--- src/rtl/device_mgmt_uri_checker_unit_macros.svh ---
// Assertion macros shared by the URI checker RTL.
// DUC_ASSERT is disabled while reset is asserted; DUC_ASSERT_ALWAYS is checked at every rising clock edge.
`ifndef DEVICE_MGMT_URI_CHECKER_UNIT_MACROS_SVH
`define DEVICE_MGMT_URI_CHECKER_UNIT_MACROS_SVH

`ifndef SYNTHESIS
`define DUC_ASSERT(label, prop, msg) \
	label: assert property (@(posedge clk) disable iff (!arst_n) prop) else $error(msg);
`define DUC_ASSERT_ALWAYS(label, prop, msg) \
	label: assert property (@(posedge clk) prop) else $error(msg);
`else
`define DUC_ASSERT(label, prop, msg)
`define DUC_ASSERT_ALWAYS(label, prop, msg)
`endif

`endif

--- src/rtl/duc_pkg.sv ---
`timescale 1ns / 1ps

package duc_pkg;

	localparam int LEN_W = 16;
	localparam int CHAR_W = 8;
	localparam int CFG_ADDR_W = 2;
	localparam int CFG_DATA_W = 16;
	localparam int STATUS_W = 3;
	localparam int M_TDATA_W = 40;
	localparam int M_PAD_W = M_TDATA_W - (STATUS_W + 1 + LEN_W + LEN_W + 1);

	typedef logic [LEN_W-1:0] len_t;
	typedef logic [CHAR_W-1:0] char_t;

	localparam len_t LEN_MAX = '1;

	localparam char_t CH_SLASH = 8'h2F;
	localparam char_t CH_DOT = 8'h2E;
	localparam char_t CH_PCT = 8'h25;
	localparam char_t CH_QMARK = 8'h3F;

	// index of the final token character ('=')
	localparam logic [2:0] TOK_LAST = 3'd5;

	typedef enum logic [CFG_ADDR_W-1:0] {
		REG_TOTAL_LEN = 2'd0,
		REG_DEPTH = 2'd1,
		REG_SEG_LEN = 2'd2,
		REG_ALLOW_PROP = 2'd3
	} duc_reg_e;

	typedef enum logic [STATUS_W-1:0] {
		ST_OK = 3'd0,
		ST_FAILED = 3'd1,
		ST_TOO_LONG = 3'd2,
		ST_LIST = 3'd3,
		ST_NOT_ALLOWED = 3'd4
	} duc_status_e;

	typedef enum logic [1:0] {
		ERR_NONE = 2'd0,
		ERR_FAILED = 2'd1,
		ERR_TOO_LONG = 2'd2
	} duc_err_e;

	typedef enum logic [1:0] {
		PH_START = 2'd0,
		PH_LEAD_DOT = 2'd1,
		PH_PATH = 2'd2,
		PH_STOP = 2'd3
	} duc_phase_e;

	typedef struct packed {
		len_t tot_lim;
		len_t depth_lim;
		len_t seg_lim;
		logic allow_prop;
	} duc_cfg_t;

	typedef struct packed {
		len_t pos;
		len_t seg_len;
		len_t segs;
		duc_phase_e phase;
		logic [1:0] esc;
		logic pdot;
		duc_err_e err_code;
		len_t err_pos;
		logic [2:0] pm;
		logic [2:0] lm;
		logic list_seen;
		logic prop_seen;
		len_t prop_start;
		len_t slash_end;
		logic first_dot;
	} duc_state_t;

	typedef struct packed {
		duc_status_e status;
		logic has_property;
		len_t property_offset;
		len_t node_length;
		logic prefix_added;
	} duc_result_t;

	localparam duc_state_t STATE_CLEAR = '{
		pos: '0, seg_len: '0, segs: '0, phase: PH_START, esc: '0, pdot: 1'b0,
		err_code: ERR_NONE, err_pos: '0, pm: '0, lm: '0, list_seen: 1'b0,
		prop_seen: 1'b0, prop_start: '0, slash_end: '0, first_dot: 1'b0
	};

	function automatic len_t sat_add(len_t v, len_t d);
		logic [LEN_W:0] s;
		s = {1'b0, v} + {1'b0, d};
		return s[LEN_W] ? LEN_MAX : s[LEN_W-1:0];
	endfunction

	function automatic len_t back(len_t v, len_t d);
		return (v >= d) ? (v - d) : '0;
	endfunction

	function automatic logic hex_ok(char_t c);
		return c inside {[8'h30:8'h39], [8'h41:8'h46], [8'h61:8'h66]};
	endfunction

	function automatic logic seg_char_ok(char_t c);
		// letters, digits and : @ & = + $ , - _ ! ~ * ' ( )
		return c inside {[8'h30:8'h39], [8'h41:8'h5A], [8'h61:8'h7A],
			8'h3A, 8'h40, 8'h26, 8'h3D, 8'h2B, 8'h24, 8'h2C,
			8'h2D, 8'h5F, 8'h21, 8'h7E, 8'h2A, 8'h27, 8'h28, 8'h29};
	endfunction

	function automatic char_t tok_char(logic is_list, logic [2:0] idx);
		char_t ch;
		case (idx)
			3'd0: ch = CH_QMARK;
			3'd1: ch = is_list ? 8'h6C : 8'h70; // l / p
			3'd2: ch = is_list ? 8'h69 : 8'h72; // i / r
			3'd3: ch = is_list ? 8'h73 : 8'h6F; // s / o
			3'd4: ch = is_list ? 8'h74 : 8'h70; // t / p
			3'd5: ch = 8'h3D;                   // =
			default: ch = 8'h00;
		endcase
		return ch;
	endfunction

	function automatic logic too_long(len_t len, len_t lim);
		return (lim != '0) && (len > lim);
	endfunction

	// first error wins; any error stops the path walk
	function automatic duc_state_t fail(duc_state_t s, duc_err_e code, len_t at);
		duc_state_t r;
		r = s;
		if (r.err_code == ERR_NONE) begin
			r.err_code = code;
			r.err_pos = at;
		end
		r.phase = PH_STOP;
		return r;
	endfunction

	function automatic duc_state_t path_char(duc_state_t s, char_t c, len_t pos,
			len_t seg_lim, len_t depth_lim);
		duc_state_t r;
		len_t pct;
		r = s;
		pct = back(pos, len_t'(2'd3 - s.esc));
		if (s.esc != 2'd0) begin
			if (!hex_ok(c)) begin
				r = fail(r, ERR_FAILED, pct);
			end else begin
				r.esc = s.esc - 2'd1;
				if (r.esc == 2'd0) begin
					r.seg_len = sat_add(s.seg_len, len_t'(3));
					if (too_long(r.seg_len, seg_lim)) begin
						r = fail(r, ERR_TOO_LONG, pct);
					end
				end
			end
		end else if (s.pdot && (c == CH_SLASH)) begin
			r.pdot = 1'b0;
			r = fail(r, ERR_FAILED, back(pos, len_t'(1)));
		end else if (s.pdot && too_long(s.seg_len, seg_lim)) begin
			r.pdot = 1'b0;
			r = fail(r, ERR_TOO_LONG, back(pos, len_t'(1)));
		end else begin
			r.pdot = 1'b0;
			case (c)
				CH_SLASH: begin
					if (s.seg_len == '0) begin
						r = fail(r, ERR_FAILED, pos);
					end else begin
						r.segs = sat_add(s.segs, len_t'(1));
						if ((depth_lim != '0) && (r.segs >= depth_lim)) begin
							r = fail(r, ERR_TOO_LONG, pos);
						end else begin
							r.seg_len = '0;
						end
					end
				end
				CH_DOT: begin
					r.seg_len = sat_add(s.seg_len, len_t'(1));
					r.pdot = 1'b1;
				end
				CH_PCT: begin
					r.esc = 2'd2;
				end
				default: begin
					if (!seg_char_ok(c)) begin
						r = fail(r, ERR_FAILED, pos);
					end else begin
						r.seg_len = sat_add(s.seg_len, len_t'(1));
						if (too_long(r.seg_len, seg_lim)) begin
							r = fail(r, ERR_TOO_LONG, pos);
						end
					end
				end
			endcase
		end
		return r;
	endfunction

	function automatic duc_state_t path_end(duc_state_t s, len_t len, len_t seg_lim);
		duc_state_t r;
		r = s;
		if (s.esc != 2'd0) begin
			r = fail(r, ERR_FAILED, back(len, len_t'(2'd3 - s.esc)));
		end else if (s.pdot && too_long(s.seg_len, seg_lim)) begin
			r = fail(r, ERR_TOO_LONG, back(len, len_t'(1)));
		end else if (s.seg_len == '0) begin
			r = fail(r, ERR_FAILED, len);
		end
		return r;
	endfunction

endpackage

--- src/rtl/duc_parser.sv ---
`timescale 1ns / 1ps
`include "device_mgmt_uri_checker_unit_macros.svh"

module duc_parser (
	input logic clk,
	input logic arst_n,
	input logic step,
	input duc_pkg::char_t char_code,
	input logic is_last,
	input duc_pkg::duc_cfg_t cfg,
	output duc_pkg::duc_result_t result
);
	import duc_pkg::*;

	duc_state_t cur_q;
	duc_state_t w;
	duc_state_t e;
	duc_state_t state_d;
	logic do_path;
	len_t pos_inc;
	len_t node_len;
	duc_err_e err;

	// per-character walk: path checks, then token matching
	always_comb begin : walk_comb
		w = cur_q;
		do_path = 1'b0;
		pos_inc = sat_add(cur_q.pos, len_t'(1));
		w.pos = pos_inc;
		if (!cur_q.prop_seen) begin
			if (char_code == CH_SLASH) begin
				w.slash_end = pos_inc;
			end
			case (cur_q.phase)
				PH_START: begin
					if (char_code == CH_DOT) begin
						w.first_dot = 1'b1;
						w.phase = PH_LEAD_DOT;
					end else begin
						w.phase = PH_PATH;
						do_path = 1'b1;
					end
				end
				PH_LEAD_DOT: begin
					w.phase = PH_PATH;
					// "./" is skipped; any other char keeps the dot as segment text
					if (char_code != CH_SLASH) begin
						w.seg_len = len_t'(1);
						w.pdot = 1'b1;
						do_path = 1'b1;
					end
				end
				PH_PATH: begin
					do_path = 1'b1;
				end
				default: begin
				end
			endcase
			if (do_path) begin
				w = path_char(w, char_code, cur_q.pos, cfg.seg_lim, cfg.depth_lim);
			end
			if (char_code == tok_char(1'b0, cur_q.pm)) begin
				if (cur_q.pm == TOK_LAST) begin
					w.prop_seen = 1'b1;
					w.pm = '0;
					w.prop_start = back(cur_q.pos, len_t'(5));
					// node ends at the token, so later path errors don't count
					if ((w.err_code != ERR_NONE) && (w.err_pos >= w.prop_start)) begin
						w.err_code = ERR_NONE;
					end
					w.phase = PH_STOP;
				end else begin
					w.pm = cur_q.pm + 3'd1;
				end
			end else begin
				w.pm = (char_code == CH_QMARK) ? 3'd1 : 3'd0;
			end
		end
		if (!cur_q.list_seen) begin
			if (char_code == tok_char(1'b1, cur_q.lm)) begin
				if (cur_q.lm == TOK_LAST) begin
					w.list_seen = 1'b1;
					w.lm = '0;
				end else begin
					w.lm = cur_q.lm + 3'd1;
				end
			end else begin
				w.lm = (char_code == CH_QMARK) ? 3'd1 : 3'd0;
			end
		end
	end

	// end-of-URI checks and status priority
	always_comb begin : result_comb
		e = w;
		node_len = w.prop_seen ? w.prop_start : w.pos;
		if (!w.prop_seen && (w.phase == PH_PATH)) begin
			e = path_end(w, w.pos, cfg.seg_lim);
		end
		err = e.err_code;
		// a node of exactly "." is not checked
		if ((node_len == len_t'(1)) && w.first_dot) begin
			err = ERR_NONE;
		end
		if ((cfg.tot_lim != '0) && (w.pos > cfg.tot_lim)) begin
			result.status = ST_TOO_LONG;
		end else if (w.list_seen) begin
			result.status = ST_LIST;
		end else if (w.prop_seen && !cfg.allow_prop) begin
			result.status = ST_NOT_ALLOWED;
		end else if (node_len == '0) begin
			result.status = ST_FAILED;
		end else if (w.slash_end == node_len) begin
			result.status = ST_FAILED;
		end else begin
			case (err)
				ERR_FAILED: result.status = ST_FAILED;
				ERR_TOO_LONG: result.status = ST_TOO_LONG;
				default: result.status = ST_OK;
			endcase
		end
		result.has_property = w.prop_seen;
		result.property_offset = w.prop_seen ? sat_add(w.prop_start, len_t'(6)) : '0;
		result.node_length = node_len;
		result.prefix_added = (node_len != '0) && !w.first_dot;
	end

	always_comb begin : next_comb
		state_d = is_last ? STATE_CLEAR : w;
	end

	always_ff @(posedge clk or negedge arst_n) begin
		if (!arst_n) begin
			cur_q <= STATE_CLEAR;
		end else if (step) begin
			cur_q <= state_d;
		end
	end

	`DUC_ASSERT(a_clear_after_last, step && is_last |=> (cur_q.pos == '0) && !cur_q.prop_seen && !cur_q.list_seen, "URI state not cleared after last item")
	`DUC_ASSERT(a_prop_before_pos, cur_q.prop_seen |-> (cur_q.prop_start < cur_q.pos), "property start not behind position")
	`DUC_ASSERT(a_hold_without_step, !step |=> $stable(cur_q), "URI state changed without an item")

endmodule

--- src/rtl/device_mgmt_uri_checker_unit.sv ---
`timescale 1ns / 1ps
`include "device_mgmt_uri_checker_unit_macros.svh"
// Channel   Dir  Payload
// s_*       in   tdata = char_code, tlast = is_last
// m_*       out  tdata = status, has_property, property_offset, node_length, prefix_added
// cfg_*     in   register write: index, value
//
// One character per cycle, sustained while no result waits on m_tready. Each character
// passes one input register, then the parse logic feeding the result register.
// Only the last character of a URI produces a result item.
// Reset clears the parse state, the stage valids and the config registers to their defaults.
// While a result waits on m_tready, the input register still accepts one more item;
// further items stall until the result is taken.

module device_mgmt_uri_checker_unit (
	input logic clk,
	input logic arst_n,
	input logic s_tvalid,
	output logic s_tready,
	input logic [duc_pkg::CHAR_W-1:0] s_tdata, // [7:0] char_code
	input logic s_tlast,
	output logic m_tvalid,
	input logic m_tready,
	// [2:0] status, [3] has_property, [19:4] property_offset,
	// [35:20] node_length, [36] prefix_added, [39:37] zero
	output logic [duc_pkg::M_TDATA_W-1:0] m_tdata,
	input logic cfg_we,
	input logic [duc_pkg::CFG_ADDR_W-1:0] cfg_addr,
	input logic [duc_pkg::CFG_DATA_W-1:0] cfg_wdata
);
	import duc_pkg::*;

	duc_cfg_t cfg_q;
	logic valid_s1;
	char_t char_s1;
	logic last_s1;
	logic step;
	logic out_valid_q;
	logic [M_TDATA_W-1:0] out_data_q;
	duc_result_t result;

	always_ff @(posedge clk or negedge arst_n) begin
		if (!arst_n) begin
			cfg_q.tot_lim <= '0;
			cfg_q.depth_lim <= '0;
			cfg_q.seg_lim <= '0;
			cfg_q.allow_prop <= 1'b1;
		end else if (cfg_we) begin
			case (duc_reg_e'(cfg_addr))
				REG_TOTAL_LEN: cfg_q.tot_lim <= len_t'(cfg_wdata);
				REG_DEPTH: cfg_q.depth_lim <= len_t'(cfg_wdata);
				REG_SEG_LEN: cfg_q.seg_lim <= len_t'(cfg_wdata);
				REG_ALLOW_PROP: cfg_q.allow_prop <= cfg_wdata[0];
				default: begin
				end
			endcase
		end
	end

	assign step = valid_s1 && (!out_valid_q || m_tready);
	assign s_tready = !valid_s1 || step;

	always_ff @(posedge clk or negedge arst_n) begin
		if (!arst_n) begin
			valid_s1 <= 1'b0;
		end else if (s_tready) begin
			valid_s1 <= s_tvalid;
		end
	end

	always_ff @(posedge clk) begin
		if (s_tready && s_tvalid) begin
			char_s1 <= s_tdata;
			last_s1 <= s_tlast;
		end
	end

	duc_parser u_parser (
		.clk(clk),
		.arst_n(arst_n),
		.step(step),
		.char_code(char_s1),
		.is_last(last_s1),
		.cfg(cfg_q),
		.result(result)
	);

	always_ff @(posedge clk or negedge arst_n) begin
		if (!arst_n) begin
			out_valid_q <= 1'b0;
		end else if (step && last_s1) begin
			out_valid_q <= 1'b1;
		end else if (m_tready) begin
			out_valid_q <= 1'b0;
		end
	end

	always_ff @(posedge clk) begin
		if (step && last_s1) begin
			out_data_q <= {M_PAD_W'(0), result.prefix_added, result.node_length,
				result.property_offset, result.has_property, result.status};
		end
	end

	assign m_tvalid = out_valid_q;
	assign m_tdata = out_data_q;

	`DUC_ASSERT(a_no_overwrite, out_valid_q && !m_tready |-> !step, "pending result would be overwritten")
	`DUC_ASSERT(a_result_from_last, $rose(out_valid_q) |-> $past(valid_s1 && last_s1), "result without a last item")
	`DUC_ASSERT(a_s1_held, valid_s1 && !step |=> valid_s1, "stalled input item dropped")

endmodule

--- config.mk ---
export PLATFORM = sky130hd
export DESIGN_NAME = device_mgmt_uri_checker_unit
export DESIGN_NICKNAME = d
export VERILOG_FILES = /design/src/rtl/duc_pkg.sv /design/src/rtl/duc_parser.sv /design/src/rtl/device_mgmt_uri_checker_unit.sv
export VERILOG_INCLUDE_DIRS = /design/src /design/src/rtl
export SDC_FILE = /design/constraint.sdc
export NUM_CORES = 1
export LEC_CHECK = 0
export ABC_AREA = 1
export BUFFER_PORTS_ARGS = -buffer_cell sky130_fd_sc_hd__buf_4
export CAP_MARGIN = 20
export CORE_MARGIN = 5
export CORE_UTILIZATION = 52
export DETAILED_ROUTE_END_ITERATION = 6
export PLACE_DENSITY = 0.72
export SLEW_MARGIN = 20
export SYNTH_ARGS = -nofsm -noshare
export SYNTH_HDL_FRONTEND = slang
export SYNTH_SLANG_ARGS = --single-unit
--- constraint.sdc ---
create_clock -name clk -period 5.76 [get_ports clk]
set_input_delay 0.576 -clock clk [delete_from_list [all_inputs] [get_ports clk]]
set_output_delay 0.576 -clock clk [all_outputs]
set_load 0.005 [all_outputs]
==> metrics.csv <==
stage;metric;value;unit
floorplanning;row_count;69;
routing;drtIter0Drc;2261;
global_routing;grt_max_degree;89;
timing;fin_crit;5.92;ns
timing;slew_viol_final;0;
place;hpwl;52900;um
clocking;cts-htree-levels;1;
global_routing;grt_pass1_wl;112000;um
clocking;clk_latency;0.56;ns
timing;setup_slack;-0.164;ns
routing;via_per_inst;5.91;
global_routing;track_usage;34.4;%
finish;fin_nets;3340;
timing;skew;0.0315;ns
worst_setup_path;critPathMaxStageDelay;0.40;ns
clocking;cts_tree;done;
yosys;synth_top_area_cell;dfrtp_1;
worst_setup_path;critPathMaxFanout;8;
finish;area_delta_synth_final;27.0;%
timing;rsz0062_at_grt;true;
floorplanning;start_util;52.8;%
clocking;cts_buffer_depth;3;
global_routing;grt-ovfl-total;0;
clocking;cts.sinks;209;
yosys;ys_types;69;
yosys;netlist_area;18800;um2
worst_setup_path;crit_slowest_cell;edfxtp_1;
finish;num_antenna_cells;0;
finish;drive_gt1_share;22.9;%
timing;setup_tns;-0.211;ns
timing;slew_headroom;32.2;%
clocking;cts.clk_slew.worst_paths;0.06;ns
yosys;synth.avg_cell_area;6.59;um2
power_and_ir_drop;power.leakage;12.2;nW
yosys;synth_area_leaders;dfrtp_1 (22%), nand2_1 (14%), ha_1 (8.2%), inv_1 (7.5%), edfxtp_1 (7.3%);
floorplanning;dieHeight;200;um
worst_setup_path;setup.worst_path.end_class;flop;
power_and_ir_drop;ir_drop;0.000228;V
run_status;violations;setup timing;
floorplanning;die_area;40100;um2
finish;seq_area;5460;um2
floorplanning;coreArea;35700;um2
clocking;hold_buffers;0;
run;cap_violations;0;
yosys;ys_seq_area_share;29.0;%
place;pre_cts_ws;-0.473;ns
timing;whs;0.0280;ns
timing;setup_viol;2;
routing;ant_nets;0;
power_and_ir_drop;power.density;448;nW/um2
routing;dr.pass1.iters;7;
yosys;synth_edf_count;46;
yosys;yosys_most_used_dff;dfrtp_1;
yosys;synthMostInstantiatedCell;nand2_1;
timing;worst_pin_slew;1.01;ns
worst_setup_path;required;6.05;ns
global_routing;antenna_found_initial;1;
place;gp_congestion;1.05;
place;portBuffers;70;
finish;multi_input_area;12300;um2
yosys;ys_seq_elements;209;
clocking;cts_buffers;26;
yosys;synth_common_cells;nand2_1 (696), inv_1 (376), nor2_1 (272);
hold_path;hold_path.class;input pin to async pin;
finish;final_cells;3665;
routing;routed_wl;73000;um
worst_setup_path;path_class;flop to flop;
finish;nFillCells;3064;
floorplanning;fp.dieW;200;um
floorplanning;ioPinCount;74;
routing;post_drt_wl_per_cell;19.9;um
finish;post-route-util;67.1;%
timing;maxClockFrequency;169;MHz
yosys;yosysTopAreaCellShare;21.5;%
yosys;ys_warn_count;0;
global_routing;grt_pass1_vias;20500;
place;dp.cells;3543;
run_status;outcome;complete, but fails checks;
clocking;cts.root.buffer_cell;clkbuf_16;
worst_setup_path;path_common_cell;nand2_1;
timing;finalCritPeriodShare;103;%
routing;vias;21700;
worst_setup_path;worstPathArrival;6.21;ns
routing;drc;0;
yosys;synth_cells;2856;
yosys;ys_async_sr_fraction;78.0;%
worst_setup_path;start_kind;flop;
timing;hold_viol_final;0;
final timing paths:
check / start / to / slack (ns) / cells after the start
max in group asynchronous: arst_n / cfg_q[0] / 4.73 / 2
max reg2reg: char_s1[4] / m_tdata[0] / -0.16 / 44
min in group clk: s_tdata[5] / char_s1[5] / 0.21 / 1
min: arst_n / u_parser.cur_q[86] / 0.03 / 1
min reg2reg: cfg_q[42] / cfg_q[42] / 0.48 / 2
max: char_s1[4] / m_tdata[0] / -0.16 / 44
power breakdown:
group	leakage [nW]	internal, mW	switching [mW]
registers	2.61	1.72	0.189
clock network	0.426	1.02	0.704
logic	9.13	2.84	4.24
kinds of logic after synthesis:
logic type / after synthesis / synth area share [%]
AOI/OAI and AO/OA: 612 / 18.1
xor gates and xnor gates: 45 / 2.09
adders and majority gates: 124 / 8.28
buffers and inverters: 523 / 11.1
DFF: 209 / 29.0
other: 1 / 0.0199
and+or+nand+nor: 1342 / 31.4
final cells by class:
cell class | instances | share of cell area [%]
clock buffer | 35 | 3.03
clock inverter | 13 | 0.669
inverter | 413 | 6.56
multi-input combinational | 2127 | 51.3
sequential | 209 | 22.8
tap | 461 | 2.41
timing repair buffer | 407 | 13.2
sequential cells by signal, summed over array words and instances (netlist names):
signal and cells:
char_s1 8, last_s1 1, m_tvalid 1, cfg_q 49, u_parser.cur_q 112, m_tdata 37, valid_s1 1
stage by stage:
| stage | instance area, um2 | power [mW] |
|---|---|---|
| floorplan | 18900 | 5.43 |
| global placement | 21500 | 7.65 |
| detailed placement | 21500 | 7.74 |
| CTS | 23100 | 9.90 |
| global route | 23900 | 11.5 |
| finish | 23900 | 10.7 |
placed cells by master (no fill, tap or decap), drive strengths merged, types with 4 or more instances in the layout:
| cell | synthesis | layout |
|---|---|---|
| o21bai | 7 | 7 |
| nand3 | 206 | 206 |
| a211oi | 4 | 4 |
| or2 | 7 | 7 |
| buf | 34 | 407 |
| inv | 405 | 405 |
| a31oi | 14 | 14 |
| edfxtp | 46 | 46 |
| o311ai | 4 | 4 |
| nand3b | 7 | 7 |
| nand2 | 728 | 729 |
| clkbuf | 76 | 35 |
| o211ai | 19 | 19 |
| nor3 | 37 | 37 |
| o22ai | 66 | 66 |
| xor2 | 38 | 38 |
| dfrtp | 162 | 162 |
| nor2 | 294 | 294 |
| o21a | 4 | 4 |
| ha | 123 | 123 |
| o221ai | 5 | 5 |
| o31ai | 14 | 14 |
| clkinv | 8 | 16 |
| o21ai | 270 | 270 |
| nor4 | 14 | 14 |
| a311o | 4 | 4 |
| xnor2 | 7 | 7 |
| nand4 | 45 | 45 |
| a21oi | 185 | 185 |
repair_timing:
item | in CTS | in global routing
resized for setup | 97 | 144
pin swaps | 71 | 106
gates cloned | 1 | 0
buffers inserted | 49 | 28
endpoints found under the setup margin | 4 | 4
metal layers:
layer	vias up	routed length, um	GRT usage, %
met2	1236	32100	53.9
met4	0	2400	10.6
li1	10100	-	-
met3	177	8050	6.06
met5	-	0	0
met1	10100	30400	48.8
critical path: cells and delay by family, from the launching register on:
family,cells,cell delay (ns)
simple gates,24,2.28
buf+inv,9,1.21
compound gates,8,1.11
fa+ha+maj,3,0.68
flops,1,0.40
No activity file was read; power rests on OpenSTA's default activity.
